### config.mk
export PLATFORM = sky130hd
export DESIGN_NAME = idl_fifo
export DESIGN_NICKNAME = d
export VERILOG_FILES = /design/src/design/idl_fifo.sv
export SDC_FILE = /design/constraint.sdc
export NUM_CORES = 1
export LEC_CHECK = 0
export ABC_AREA = 1
export BUFFER_PORTS_ARGS = -buffer_cell sky130_fd_sc_hd__clkbuf_2
export CAP_MARGIN = 0
export CORE_AREA = 2 2 39 41
export DETAILED_ROUTE_END_ITERATION = 8
export DIE_AREA = 0 0 41 43
export PLACE_DENSITY_LB_ADDON = 0.05
export SLEW_MARGIN = 20
export SYNTH_ARGS = -nofsm -noshare
export SYNTH_HDL_FRONTEND = slang
export SYNTH_SLANG_ARGS = --single-unit
### constraint.sdc
create_clock -name i_clk -period 3.1 [get_ports i_clk]
set_input_delay 0.775 -clock i_clk [delete_from_list [all_inputs] [get_ports i_clk]]
set_output_delay 0.775 -clock i_clk [all_outputs]
set_load 0.02 [all_outputs]
### src/design/idl_fifo.sv
// Small register queue used between the front, the back and the result port.
module idl_fifo #(
    parameter type T     = logic,
    parameter int  DEPTH = 2
) (
    input  logic i_clk,
    input  logic i_rst_n,
    input  logic i_push,
    input  T     i_data,
    output logic o_full,
    input  logic i_pop,
    output T     o_data,
    output logic o_empty
);
    localparam int PW = (DEPTH > 1) ? $clog2(DEPTH) : 1;

    T               r_mem [DEPTH];
    logic [PW-1:0]  r_head, r_tail;
    logic [PW:0]    r_count;
    logic           do_push, do_pop;

    assign o_full  = (r_count == (PW+1)'(DEPTH));
    assign o_empty = (r_count == '0);
    assign o_data  = r_mem[r_head];
    assign do_push = i_push && !o_full;
    assign do_pop  = i_pop && !o_empty;

    always_ff @(posedge i_clk) begin
        if (!i_rst_n) begin
            r_head  <= '0;
            r_tail  <= '0;
            r_count <= '0;
        end else begin
            if (do_push) begin
                r_tail <= (r_tail == PW'(DEPTH - 1)) ? '0 : r_tail + 1'b1;
            end
            if (do_pop) begin
                r_head <= (r_head == PW'(DEPTH - 1)) ? '0 : r_head + 1'b1;
            end
            if (do_push && !do_pop) r_count <= r_count + 1'b1;
            else if (do_pop && !do_push) r_count <= r_count - 1'b1;
        end
    end

    always_ff @(posedge i_clk) begin
        if (do_push) begin
            r_mem[r_tail] <= i_data;
        end
    end
endmodule

==> results of run 1 <==
==> layout make-up <==
cell class,instances,area (µm²),area share [%]
well taps,16,20.0,5.00
clock buffers,4,26.3,6.56
flip-flops and latches,7,160,40.0
repair buffers,7,35.0,8.75
multi-input cells,25,125,31.3
inverters,9,33.8,8.44
==> metal layers <==
layer | track usage [%] | part of all wire (%)
met1 | 9.74 | 43
met4 | 10.0 | 0.86
met5 | 0 | 0
met2 | 10.3 | 52
met3 | 3.14 | 3.6
==> power breakdown <==
group	switching, W	leakage [nW]	total (W)	internal, W
sequential	0.0000192	0.0601	0.000140	0.000121
combinational	0.0000972	0.122	0.000152	0.0000544
clock	0.0000355	0.0150	0.0000848	0.0000492
total	0.000152	0.197	0.000377	0.000225
==> worst paths after layout <==
path / from / endpoint / slack, ns / depth (start not counted)
worst max-delay path: flip-flop / o_data / 1.28 / 2
worst min-delay path: r_head$_SDFFE_PN0P_ / flip-flop / 0.51 / 2
worst max register to register: r_count[0]$_SDFFE_PN0P_ / r_count[1]$_SDFFE_PN0P_ / 1.68 / 9
worst min register to register: r_head$_SDFFE_PN0P_ / flip-flop / 0.51 / 2
==> cells in the mapped netlist, drive strengths merged <==
cell	number
a21oi	1
nand4	1
nor2	11
inv	9
edfxtp	2
nand2	6
mux2	1
o21ai	3
dfxtp	5
ha	1
nand3	1
==> cell families after synthesis <==
| family | Yosys count | synth area share [%] |
|---|---|---|
| mux | 1 | 3.53 |
| fa+ha+maj | 1 | 3.92 |
| flops | 7 | 50.2 |
| compound gates | 4 | 7.45 |
| simple gates | 19 | 24.3 |
| buf+inv | 9 | 10.6 |
==> worst min-delay path: cells and delay by family, from the launching register on <==
kind | cells | cell delay, ns
DFF | 1 | 0.33
and+or+nand+nor | 2 | 0.15
==> stage by stage <==
| stage | cell area [µm²] | setup slack [ns] | cells |
|---|---|---|---|
| detailed placement | 374 | 1.28 | 64 |
| CTS | 400 | 1.26 | 68 |
| finish | 400 | 1.28 | 68 |
| global route | 400 | 1.22 | 68 |
| floorplan | 319 | 1.47 | 41 |
| global placement | 374 | 1.35 | 64 |
==> metrics, run 1 <==
DIE AREA=around 0.0018 mm²; peak supply drop=roughly 0.25 mV; #FFs+latches synth=7; DRC marker count from the first detailed-route iteration=3; Slew headroom=86.2%; HPWL Detailed=464 µm; worst skew pair latency=about 0.25 ns; Pwr Total=~0.00038 W; final core utilization=approximately 29%; yosys warns=0; status=completed; Synth area leaders=dfxtp_1, edfxtp_1, nor2_1; cells after synthesis=41; chip width=41 µm; total number of vias=about 260; fin crit period=1.82 ns; CTS Sinks=7; cts repair resizes=0; Hold-fix buffers, CTS=0; hold slack=roughly 0.51 ns; max-cap check violation count=0; CP required=roughly 2.3 ns; Syn Area/Cell=7.78 µm²; Port Buffers=7; Fill cells=about 150; cell area after synthesis=about 320 µm²; period utilisation layout=about three fifths; maximum clock frequency=0.550 GHz; PwrDens=approximately 940 mW/mm²; final setup TNS=0 ns; Avg WL per Cell=between 8 and 9 µm; die height=around 43 µm; Fin. Hold Viols=0; HP Class=reg2reg; RSZ-0062 raised after global routing=no; Total GRT Usage=roughly 8.5%; largest net degree at the start of global routing=6; clk_skew=around 0.0066 ns; CP endpoint kind=primary output; worst slew pin tran=about 0.21 ns; global-route wire length before repair=910 µm; share of cells above drive strength 1=between 20% and 30%; leading cell types in the layout, fill and taps excluded=nor2_1, inv_1, clkbuf_2; DR vias/cell=3.85; Mapped Nets=47; final count of pins violating max slew=0; Detail Route Antenna Nets=0; leakage power total=between 0.15 and 0.2 nW; CTS max path bufs=2; DRC=0; Synth top area share=a little under a third; CTS tree=built; CP delay by family, top=flip-flops; vias in the first global route=240; Synth area leader=dfxtp_1; row count=14; Worst path max stage delay=around 0.32 ns; Synth cell types=14; critical path class=reg2out; Diodes inserted=0; initial antenna violation count=0; initial core utilization=approximately 23%; GR Overflow Total=0; crit path DAT=1.04 ns; H-Tree Depth=1; postcts setup bufs=0; TritonCTS buffer count=3; Area growth, synth to finish=25.5%; Buf/Inv on CP=1; setup violators final=0; Startpoint Class=flip-flop; I/O Pins=8; most common cell after layout, fill and taps aside=nor2_1; CORE AREA=0.00138 mm²; Clk Tree Root Cell=clkbuf_4; gpl congestion=between 0.6 and 0.7; drt total wl=582 µm; crit path max-delay cell type=dfxtp_1; DRT Pass-1 Iters=2; crit path cell chain=mux2_2, clkbuf_2; Nets=59; critical path peak fanout=1; CTS clock-pin slew for the worst setup and hold paths=approximately 0.060 ns; sequential fraction of the synthesis area=50.2%
No activity file was read; power rests on OpenSTA's default activity.
==> run 2: changes to the inputs <==
clock period = 1.7 ns   (was 3.1 ns; I/O delays follow)
==> run 2 against run 1 <==
Against the previous run:
- power grew 81%
- clock power grew 76%
- global-route usage up 0.51 points
- wire length grew 0.52%
- die area stayed put
- clock skew down 0.0059 ns
- count of clock-buffer cells in the layout stayed put
- hold slack lost 0.14 ns
- worst setup slack worse by 1.0 ns
- sequential share of layout area unchanged
- non-clock buffer count unchanged
- critical path depth unchanged
==> metrics, run 2 (synthesized netlist as in run 1, its figures left out) <==
status=completed; crit path max-delay cell type=mux2_2; initial core utilization=23.1% (unchanged); CTS max path bufs=2 (unchanged); row count=14 (unchanged); Comb power frac=40.7% (+0.5 points); Diodes inserted=0 (unchanged); DRT Pass-1 Iters=4 (+2); final count of pins violating max slew=0 (unchanged); crit path cell chain=mux2_2, clkbuf_2; H-Tree Depth=1 (unchanged); leading cell types in the layout, fill and taps excluded=nor2_1, inv_1, clkbuf_2; Detail Route Antenna Nets=0 (unchanged); cts repair resizes=0 (unchanged); internal power=0.000409 W (+82%); sequential group share of total power=37.4% (about the same); gpl congestion=0.693 (+9.8%); CORE AREA=0.00138 mm² (unchanged); DR vias/cell=4.01 (+4.2%); Avg WL per Cell=8.60 µm (+0.52%); clock network power share=21.8% (-0.7 points); critical path class=reg2out; period utilisation layout=around 86%; CTS Sinks=7 (unchanged); HP Class=in2reg; peak supply drop=0.694 mV (+170%); HPWL Detailed=457 µm (-1.6%); die height=43 µm (unchanged); final setup TNS=0 ns (unchanged); chip width=41 µm (unchanged); total number of vias=273 (+4.2%); Slew headroom=86.1% (-0.15 points); Clk Tree Root Cell=clkbuf_4; worst slew pin tran=0.208 ns (+0.00230 ns); Fill cells=159 (+4.6%); initial antenna violation count=0 (unchanged); CTS clock-pin slew for the worst setup and hold paths=0.05 ns (about the same); CTS tree=built; clk_skew=0.000761 ns (-0.00587 ns); GR Overflow Total=0 (unchanged); Pwr Total=0.000683 W (+81%); postcts setup bufs=0 (unchanged); Area growth, synth to finish=25.5% (unchanged); drt total wl=585 µm (+0.52%); Buf/Inv on CP=1 (unchanged); CP required=1.27 ns (-1.05 ns); global-route wire length before repair=972 µm (+6.8%); Worst path max stage delay=0.32 ns (about the same); most common cell after layout, fill and taps aside=nor2_1; worst skew pair latency=0.24 ns (about the same); Nets=59 (unchanged); Switch Pwr=0.000273 W (+80%); fin crit period=1.46 ns; I/O Pins=8 (unchanged); Startpoint Class=flip-flop; crit path DAT=1.03 ns (about the same); critical path peak fanout=1 (unchanged); share of cells above drive strength 1=26.9% (unchanged); TritonCTS buffer count=3 (unchanged); PwrDens=1710 mW/mm² (+81%); Fin. Hold Viols=0 (unchanged); CP endpoint kind=primary output; max-cap check violation count=0 (unchanged); leakage power total=0.197 nW (unchanged); setup violators final=0 (unchanged); vias in the first global route=250 (+4.2%); DRC=0 (unchanged); maximum clock frequency=0.687 GHz; switching fraction of total power=40.0% (-0.31 points); Port Buffers=7 (unchanged); largest net degree at the start of global routing=6 (unchanged); RSZ-0062 raised after global routing=no; DRC marker count from the first detailed-route iteration=5 (+2); CP delay by family, top=multiplexers; Total GRT Usage=8.97% (+0.51 points); DIE AREA=0.00176 mm² (unchanged); Hold-fix buffers, CTS=0 (unchanged)
==> run 2: cell counts in the layout (fill, tap and decap cells not counted) <==
Identical to the previous run, type by type.
==> run 2: worst paths after layout <==
kind / from / end / slack [ns] / cells past startpoint
worst max-delay path: flip-flop / o_data / 0.24 / 2
worst min-delay path: i_data / r_mem[0]$_DFFE_PP_ / 0.37 / 1
worst max register to register: r_count[0]$_SDFFE_PN0P_ / r_count[1]$_SDFFE_PN0P_ / 0.28 / 9
worst min register to register: r_tail$_SDFFE_PN0N_ / r_tail$_SDFFE_PN0N_ / 0.50 / 2
==> run 2: cell type report <==
class                   instances  area [µm²]  share of cell area (%)
repair buffers                  7        35.0                    8.75
clock buffers                   4        26.3                    6.56
inverters                       9        33.8                    8.44
well taps                      16        20.0                    5.00
flip-flops and latches          7         160                    40.0
multi-input cells              25         125                    31.3
==> run 2: layer usage <==
layer	routed length, µm	global-route usage (%)
met1	288	10.7
met2	258	10.9
met3	38	9.42
met4	0	2.00
met5	0	0
==> run 2: worst register-to-register path: stages (launching register included) <==
cell and delay (ns):
dfxtp_1 0.42, nor2_1 0.10, nor2_2 0.12, inv_1 0.06
ha_1 0.32, inv_1 0.08, nand3_1 0.07, nand2_1 0.06
inv_1 0.03, nor2_1 0.08
==> run 2: power groups by stage <==
stage               sequential (W)  combinational (W)  clock, W
global placement          0.000257           0.000271         0
CTS                       0.000255           0.000280  0.000160
floorplan                 0.000251           0.000213         0
detailed placement        0.000258           0.000279         0
finish                    0.000255           0.000278  0.000149
global route              0.000263           0.000318  0.000175
==> run 2: through the flow <==
stage | hold WS [ns] | util [%] | cell area, µm² | std cells | setup WS, ns
finish | 0.369 | 28.9 | 400 | 68 | 0.245
global route | 0.356 | 28.9 | 400 | 68 | 0.0919
CTS | 0.358 | 28.9 | 400 | 68 | 0.223
detailed placement | 0.495 | 27.0 | 374 | 64 | 0.257
global placement | 0.486 | 27.0 | 374 | 64 | 0.296
floorplan | 0.467 | - | 319 | 41 | 0.277
