**config.mk**
```make
export PLATFORM = sky130hd
export DESIGN_NAME = idl_front
export DESIGN_NICKNAME = d
export VERILOG_FILES = /design/src/design/idl_pkg.sv /design/src/design/idl_front.sv
export SDC_FILE = /design/constraint.sdc
export NUM_CORES = 1
export LEC_CHECK = 0
export CORE_ASPECT_RATIO = 1.1
export CORE_MARGIN = 4
export CORE_UTILIZATION = 40
export CTS_CLUSTER_SIZE = 16
export DETAILED_ROUTE_END_ITERATION = 12
export DONT_BUFFER_PORTS = 1
export PLACE_DENSITY = 0.53
export SETUP_SLACK_MARGIN = 0.4
export SLEW_MARGIN = 25
export SYNTH_ARGS = -nofsm -noshare
export SYNTH_HDL_FRONTEND = slang
export SYNTH_SLANG_ARGS = --single-unit
```
**constraint.sdc**
```tcl
create_clock -name i_clk -period 3.1 [get_ports i_clk]
set_clock_uncertainty 0.2 [all_clocks]
set_input_delay 0.155 -clock i_clk [delete_from_list [all_inputs] [get_ports i_clk]]
set_output_delay 0.155 -clock i_clk [all_outputs]
set_load 0.03 [all_outputs]
```
**src/design/idl_pkg.sv**
```systemverilog
// Shared types, codes and helpers for the integer dense layer.
package idl_pkg;

    localparam int IN_MAX_DEF    = 16;
    localparam int OUT_MAX_DEF   = 16;
    localparam int BATCH_MAX_DEF = 8;
    localparam logic [4:0] RESULT_CAP = 5'd16;

    typedef enum logic [2:0] {
        OP_WEIGHT = 3'd0,
        OP_BIAS   = 3'd1,
        OP_FWD    = 3'd2,
        OP_BWD    = 3'd3,
        OP_UPDATE = 3'd4
    } t_op;

    typedef enum logic [1:0] {
        KIND_FWD = 2'd0,
        KIND_GIN = 2'd1,
        KIND_UPD = 2'd2
    } t_kind;

    localparam logic [1:0] CFG_INPUTS  = 2'd0;
    localparam logic [1:0] CFG_OUTPUTS = 2'd1;
    localparam logic [1:0] CFG_RATE    = 2'd2;

    typedef struct packed {
        logic [2:0]         operation;
        logic [2:0]         batch_row;
        logic [3:0]         neuron;
        logic [3:0]         column;
        logic signed [31:0] operand;
    } t_in;

    typedef struct packed {
        logic [1:0]         kind;
        logic [3:0]         position;
        logic signed [31:0] result_value;
        logic               last_of_run;
    } t_out;

    typedef struct packed {
        t_op         op;
        logic [2:0]  batch_row;
        logic [3:0]  neuron;
        logic [3:0]  column;
        logic [31:0] operand;
        logic [4:0]  ni;
        logic [4:0]  no;
        logic        emit;
    } t_cmd;

    typedef enum logic [1:0] {
        ST_CLEAR,
        ST_IDLE,
        ST_RUN,
        ST_EMIT
    } t_back_state;

    // Count register as used: zero reads as one, large values saturate.
    function automatic logic [4:0] eff_count(input logic [4:0] r, input int limit);
        logic [4:0] n;
        n = r;
        if (n == 5'd0) n = 5'd1;
        if (int'(n) > limit) n = 5'(limit);
        if (n > RESULT_CAP) n = RESULT_CAP;
        return n;
    endfunction

endpackage

```
**src/design/idl_front.sv**
```systemverilog
// Front end: configuration registers, item checking and command generation.
module idl_front #(
    parameter int IN_MAX    = idl_pkg::IN_MAX_DEF,
    parameter int OUT_MAX   = idl_pkg::OUT_MAX_DEF,
    parameter int BATCH_MAX = idl_pkg::BATCH_MAX_DEF
) (
    input  logic          i_clk,
    input  logic          i_rst_n,
    input  logic          i_cfg_we,
    input  logic [1:0]    i_cfg_idx,
    input  logic [31:0]   i_cfg_data,
    input  logic          i_push,
    input  idl_pkg::t_in  i_item,
    input  logic          i_hold,
    output logic          o_full,
    output logic          o_cmd_push,
    output idl_pkg::t_cmd o_cmd,
    input  logic          i_cmd_full,
    output logic [31:0]   o_learn_rate
);
    import idl_pkg::*;

    logic [4:0]  r_input_count, r_output_count;
    logic [31:0] r_learn_rate;
    logic [4:0]  ni, no;
    logic        keep, emit;

    always_ff @(posedge i_clk) begin
        if (!i_rst_n) begin
            r_input_count  <= 5'd16;
            r_output_count <= 5'd16;
            r_learn_rate   <= '0;
        end else if (i_cfg_we) begin
            case (i_cfg_idx)
                CFG_INPUTS:  r_input_count  <= i_cfg_data[4:0];
                CFG_OUTPUTS: r_output_count <= i_cfg_data[4:0];
                CFG_RATE:    r_learn_rate   <= i_cfg_data;
                default: ;
            endcase
        end
    end

    assign ni = eff_count(r_input_count, IN_MAX);
    assign no = eff_count(r_output_count, OUT_MAX);

    // Items with out-of-range indices or unknown operations are dropped here.
    always_comb begin
        keep = 1'b0;
        emit = 1'b0;
        unique case (i_item.operation)
            OP_WEIGHT: keep = (int'(i_item.neuron) < OUT_MAX) && (int'(i_item.column) < IN_MAX);
            OP_BIAS:   keep = (int'(i_item.neuron) < OUT_MAX);
            OP_FWD: begin
                keep = (int'(i_item.batch_row) < BATCH_MAX) && ({1'b0, i_item.column} < ni);
                emit = ({1'b0, i_item.column} == ni - 5'd1);
            end
            OP_BWD: begin
                keep = (int'(i_item.batch_row) < BATCH_MAX) && ({1'b0, i_item.neuron} < no);
                emit = ({1'b0, i_item.neuron} == no - 5'd1);
            end
            OP_UPDATE: begin
                keep = 1'b1;
                emit = 1'b1;
            end
            default: ;
        endcase
    end

    assign o_full       = i_cmd_full || i_hold;
    assign o_cmd_push   = i_push && !o_full && keep;
    assign o_learn_rate = r_learn_rate;

    always_comb begin
        o_cmd.op        = t_op'(i_item.operation);
        o_cmd.batch_row = i_item.batch_row;
        o_cmd.neuron    = i_item.neuron;
        o_cmd.column    = i_item.column;
        o_cmd.operand   = i_item.operand;
        o_cmd.ni        = ni;
        o_cmd.no        = no;
        o_cmd.emit      = emit;
    end
endmodule

```
==> run metrics, run 1 <==
status=finished clean; Buffers & Inverters on Critical Path=2; Reg power frac=50.1%; Max Root-Sink Buffers=2; Net Sw Frac=roughly a quarter; starting density of the core=41.6%; Max Slew Vio Count=0; crit-path leading delay family=simple AND/OR/NAND/NOR gates; top cells by area, synth=dfxtp_1 (35%), buf_4 (15%), nand2_1 (11%), a21boi_1 (9.9%), ha_1 (5.2%); clock slew seen by the registers of the worst setup and hold paths=0.08 ns; max_cap viols=0; cell with the most instances after synthesis=nand2_1; critical path class=register to output port; Post-Syn Area per Cell=8.10 um2; ratio of cells with drive above 1 in the final layout=roughly a tenth; # IOs=177; share of synthesized flip-flops with an asynchronous set or reset=0%; grt total ovfl=0; layout net count=just over 400; Worst-Margin Slew=0.414 ns; Cell Rows=29; placed cells=approximately 320; drt wl/cell=14.4 um; 1st-pass router iterations=4; #FFs+latches synth=42; Max VDD drop=276 uV; Psw=0.291 mW; Post-synth EDFFs=0; slowest cell delay on critical path=0.48 ns; Routed Antenna Nets=0; TNS Setup=0 ns; M2 GR Usage=25.4%; vias in the first global route=1899; largest net degree at the start of global routing=43; CTS tree=yes; Chip Height=89.7 um; Die Width=82.3 um; Synth cell types=35; CTS Root Cell=clkbuf_8; Final Hold Violating Endpoints=0; Comb power frac=13.0%; post-synthesis sequential area ratio=between 30% and 40%; gr busiest metal=met2; RSZ-0062 raised after global routing=yes; DR vias/cell=around 5; Iteration-0 DRC Markers=44; post-synth top area cell=dfxtp_1; met3 Use GR=6.10%; core footprint=5840 um2; fin cells=387; clk sinks=42; Final HPWL DP=3640 um; crit-path cells=nor3_2 > nor2_1 > or2_4 > inv_2 > ha_1 > or4b_4 > a21oi_2 > o2111ai_1 > o21ai_1 > buf_4; M1 GR Usage=17.6%; Vias=1919; HP Class=input port to output port; WL final=5570 um; Synth-to-Final Area Change=18.2%; CP max FO=2; first-pass GRT wire length=9090 um; RePlAce Congestion=0.734; achievable clock frequency=372 MHz; PD cells=416 nW/um2; TritonCTS Buffers=5; die area=7380 um2; clock power share=36.9%; gr usage total=15.3%; Final min period=2.69 ns; relative slew slack=about 72%; Post-Syn Nets=396; CP Data Required Time=~2.7 ns; CP max stage cell=or4b_4; cell area after synthesis=~2400 um2; Mapped Cells=300; Pint=around 0.9 mW; list of most frequent post-synthesis cells=nand2_1 (71), buf_4 (47), dfxtp_1 (42); DRC viols=0; Clock Latency Late Sink=0.28 ns; htree depth=2; Arr. time, crit path=2.33 ns; period utilization=86.8%; Synth Flop Type=dfxtp_1; antenna violations before repair=0; total number of yosys warnings=0; Antenna diodes=0; final setup vio count=0; crit start category=register; Setup crit end kind=output port; port bufs=0; Yosys top cell area share=34.6%; Leakage=1.19 nW
timing repair:
item | 4_1_cts | 5_1_grt
endpoints found under the hold margin | 42 | 0
setup endpoints to repair | 2 | 2
hold buffers | 54 | 0
buffers inserted | 3 | 0
resized for setup | 7 | 5
pin swaps | 3 | 1
power by group through the flow:
stage / registers (mW) / logic, mW / clock network [mW]
6_report: 0.597 / 0.155 / 0.441
5_1_grt: 0.600 / 0.173 / 0.483
2_1_floorplan: 0.606 / 0.195 / 0
3_3_place_gp: 0.611 / 0.0902 / 0
3_5_place_dp: 0.611 / 0.0917 / 0
4_1_cts: 0.598 / 0.154 / 0.458
state kept, by name (all words and copies together) (netlist names):
signal / count
r_input_count: 5
o_learn_rate: 32
r_output_count: 5
kinds of logic (layout without fill, tap and decap cells):
| family | Yosys count | count (layout) | synth area share, % |
|---|---|---|---|
| simple gates | 105 | 105 | 19.8 |
| buf+inv | 75 | 85 | 19.3 |
| compound gates | 52 | 52 | 14.8 |
| flops | 42 | 42 | 34.6 |
| fa+ha+maj | 10 | 10 | 5.15 |
| mux | 10 | 10 | 4.12 |
| xor+xnor | 6 | 6 | 2.16 |
worst paths after layout:
path | startpoint | cells past startpoint | end | slack, ns
setup / recovery | r_input_count[2] | 10 | o_cmd[0] | 0.41
hold / removal | i_item[2] | 0 | o_cmd[13] | 0.11
setup reg to reg | r_output_count[4] | 6 | r_output_count[4] | 1.42
hold reg to reg | r_input_count[0] | 2 | r_input_count[0] | 0.35
per-stage QoR:
| stage | util [%] | area [um2] | setup slack [ns] | power (mW) | hold slack, ns |
|---|---|---|---|---|---|
| 3_5_place_dp | 37.0 | 2160 | 0.528 | 0.703 | 0.0265 |
| 6_report | 49.2 | 2870 | 0.410 | 1.19 | 0.110 |
| 5_1_grt | 49.2 | 2870 | 0.219 | 1.26 | 0.110 |
| 3_3_place_gp | 37.0 | 2160 | 0.533 | 0.701 | 0.0229 |
| 2_1_floorplan | - | 2430 | 0.416 | 0.801 | 0.0830 |
| 4_1_cts | 48.9 | 2860 | 0.393 | 1.21 | 0.110 |
placed cells by master, fill, tap and decap left out, types with 6 or more instances in the layout:
cell type / netlist / layout
nand2_1: 71 / 71
nor2b_1: 9 / 9
dlygate4sd3_1: 0 / 53
ha_1: 10 / 10
mux2i_1: 10 / 10
inv_1: 13 / 10
clkbuf_8: 0 / 6
a21boi_1: 32 / 32
dfxtp_1: 42 / 39
buf_4: 47 / 10
metal layers:
metal	vias to the layer above	share of wire [%]
li1	951	-
met4	0	1.3
met1	873	39
met3	12	10
met5	-	0
met2	83	50
worst reg2reg max path, cell delays in order (launching register included):
cell and delay (ns):
dfxtp_1 0.31, buf_4 0.18, clkinvlp_4 0.16, nand2_1 0.07, o21ai_0 0.08, nand2_1 0.08
dlygate4sd3_1 0.53
area by class of cell:
cell class,instances,area [um2]
Multi-Input combinational cell,183,1130
Fill cell,550,2970
Clock inverter,1,30.0
Clock buffer,6,82.6
Inverter,14,56.3
Tap cell,77,96.3
Timing Repair Buffer,64,626
Sequential cell,42,847
Power figures use the tool's default switching activity.
==> run 2, diff against run 1 <==
ABC_AREA = 1   (was default)
BUFFER_PORTS_ARGS = -buffer_cell sky130_fd_sc_hd__buf_2   (was default)
DONT_BUFFER_PORTS = default   (was 1)
PLACE_DENSITY = 0.78   (was 0.53)
==> run 2 against run 1 <==
Against the previous run:
- combinational power is 83% higher
- critical path depth is 2 higher
- cell count is 34% higher
- flip-flop and latch count stayed put
- maximum frequency is 13% higher
- highest routed layer unchanged
- sequential share of layout area is 2.4 points lower
- register-to-register slack better by 0.73 ns
- largest cell class unchanged
- non-clock buffer count is 75 higher
- hold slack worse by 0.053 ns
==> run metrics, run 2 <==
status=finished clean; Net Sw Frac=27.7% (+3.3 points); post-synth top area cell=dfxtp_1; cell area after synthesis=2420 um2 (-0.31%); Die Width=82.2 um (-0.14%); gr usage total=17.6% (+2.3 points); CP max FO=7 (+5); WL final=6440 um (+16%); largest net degree at the start of global routing=43 (unchanged); grt total ovfl=0 (unchanged); Final Hold Violating Endpoints=0 (unchanged); #FFs+latches synth=42 (unchanged); Synth Area in Compound Gates=12.4% (-2.4 points); Cell Rows=29 (unchanged); die area=7360 um2 (-0.28%); Iteration-0 DRC Markers=89 (+100%); achievable clock frequency=418 MHz (+13%); setup slack, reg-to-reg=2.15 ns (+0.73 ns); first-pass GRT wire length=10200 um (+12%); Antenna diodes=0 (unchanged); relative slew slack=60.6% (-12 points); RePlAce Congestion=0.834 (+14%); cts repair resizes=0 (-7); 1st-pass router iterations=4 (unchanged); antenna violations before repair=0 (unchanged); cell with the most instances after synthesis=nor2_1; DR vias/cell=4.67 (-5.7%); area share of fa/ha/maj cells after synthesis=5.17% (+0.016 points); post-synthesis sequential area ratio=34.7% (+0.11 points); clock power share=37.4% (+0.5 points); RSZ-0062 raised after global routing=no; Max Root-Sink Buffers=2 (unchanged); pre-CTS WS=1.02 ns (+0.489 ns); CTS tree=yes; HP Class=input port to register; Setup Fix Bufs, Post-CTS=0 (-3); Non-Filler Cell Area, Final=3110 um2 (+8.2%); Routed Antenna Nets=0 (unchanged); fin cells=518 (+34%); Worst-Margin Slew=0.590 ns (+0.177 ns); ratio of cells with drive above 1 in the final layout=28.3% (+19 points); PD cells=444 nW/um2 (+6.9%); # IOs=177 (unchanged); CTS Root Cell=clkbuf_8; Setup crit end kind=output port; htree depth=2 (unchanged); clk sinks=42 (unchanged); critical path class=register to output port; Final min period=2.39 ns (-0.299 ns); FF-to-FF path depth=2 (-4); vias in the first global route=2320 (+22%); period utilization=77.1% (-9.7 points); xor-xnor portion of the synthesized cell area=0.362% (-1.8 points); Area after DPL=2650 um2 (+23%); largest family of logic cells by synthesized area=simple AND/OR/NAND/NOR gates; port bufs=106 (+106); TNS Setup=0 ns (unchanged); multiplexer share of the synthesized area=0% (-4.1 points); area of the multi-input gates=1010 um2 (-11%); Pint=0.999 mW (+11%); # fillers=563 (+2.4%); final worst slack=0.709 ns (+0.299 ns); Max VDD drop=337 uV (+22%); Clock Latency Late Sink=0.29 ns (about the same); Register Area=841 um2 (-0.74%); Synth-to-Final Area Change=28.4%; simple-gate area share of the yosys netlist=23.8% (+4.0 points); share of synthesized flip-flops with an asynchronous set or reset=0% (unchanged); Synth cell types=22 (-37%); leading cell type in the layout, fill and taps excluded=buf_2; Psw=0.382 mW (+31%); crit start category=register; TritonCTS Buffers=5 (unchanged); most frequent cells in the layout=buf_2 (106), nor2_1 (81), o21ai_0 (43), dfxtp_1 (42), inv_1 (39); gr busiest metal=met2; Largest register FFs=32 (unchanged); final setup vio count=0 (unchanged); Post-Syn Nets=449 (+13%); core footprint=5810 um2 (-0.62%); Reg power frac=42.1% (-8.0 points); DRC viols=0 (unchanged); Chip Height=89.6 um (-0.14%); placed cells=478 (+48%); Comb power frac=20.5% (+7.5 points); clock slew seen by the registers of the worst setup and hold paths=0.08 ns (about the same); Post-Syn Area per Cell=6.86 um2 (-15%); M2 GR Usage=30.1% (+4.7 points); max_cap viols=0 (unchanged); Post-synth EDFFs=0 (unchanged); Min-Delay Path Depth=4 (+4); M1 GR Usage=20.2% (+2.7 points); hold buffers post-CTS=32 (-41%); top cells by area, synth=dfxtp_1 (35%), buf_4 (15%), nor2_1 (13%), o21ai_0 (8.9%), inv_1 (6.0%); Arr. time, crit path=2.04 ns (-0.29 ns); met3 Use GR=5.39% (-0.71 points); Max Slew Vio Count=0 (unchanged); total number of yosys warnings=0 (unchanged); layout net count=536 (+32%); Leakage=1.71 nW (+44%); Synth Flop Type=dfxtp_1; starting density of the core=41.7% (+0.13 points); Vias=2421 (+26%); Final HPWL DP=4500 um (+24%); list of most frequent post-synthesis cells=nor2_1 (81), buf_4 (47), o21ai_0 (43); CP Data Required Time=2.74 ns (about the same); Mapped Cells=353 (+18%); Yosys top cell area share=34.7% (+0.11 points); drt wl/cell=12.4 um (-14%)
-- run 2: metrics by stage --
stage	power (mW)	utilization (%)	hold WS, ns
floorplan	0.848	-	0.0854
global placement	0.838	45.6	0.110
detailed placement	0.844	45.6	0.110
CTS	1.39	53.5	0.0457
global route	1.45	53.5	0.0970
finish	1.38	53.5	0.0571
-- run 2: final timing paths --
| check | from | to |
|---|---|---|
| hold reg to reg | r_output_count[0] | r_output_count[0] |
| hold / removal | i_cfg_idx[1] | r_input_count[4] |
| setup / recovery | r_output_count[4] | o_cmd[0] |
| setup reg to reg | r_input_count[4] | r_input_count[4] |
-- run 2: per-layer routing --
metal  routed length (um)  share of wire (%)
met1                 2630                 41
met2                 3050                 47
met3                  591                9.2
met4                  161                2.5
met5                    0                  0
-- run 2: critical path: stages, from the launching register on --
cell and delay, ns:
dfxtp_1 0.46, inv_2 0.12, nand2_1 0.14, inv_1 0.08, ha_1 0.27, nor2_1 0.10, nand2_1 0.05, nor2_1 0.09
nand2_1 0.05, nor2_1 0.08, nand2_1 0.06, nand3_1 0.05, buf_2 0.19
-- run 2: area by class of cell --
cell class,count,area share (%)
repair buffers,139,27.6
flip-flops and latches,42,27.1
multi-input cells,208,32.5
clock buffers,5,2.21
well taps,77,3.10
clock inverters,3,2.21
inverters,44,5.31
-- run 2: power by group through the flow --
stage | Sequential (mW) | Clock, mW | Combinational, mW
floorplan | 0.635 | 0 | 0.213
global placement | 0.592 | 0 | 0.246
detailed placement | 0.593 | 0 | 0.251
CTS | 0.581 | 0.527 | 0.282
global route | 0.585 | 0.549 | 0.312
finish | 0.582 | 0.516 | 0.283
-- run 2: kinds of logic after synthesis --
logic type,count (synthesis)
AND/OR/NAND/NOR,139
buffers and inverters,103
AO/OA/AOI/OAI,58
flip-flops,42
adder cells (fa/ha/maj),10
XOR/XNOR,1
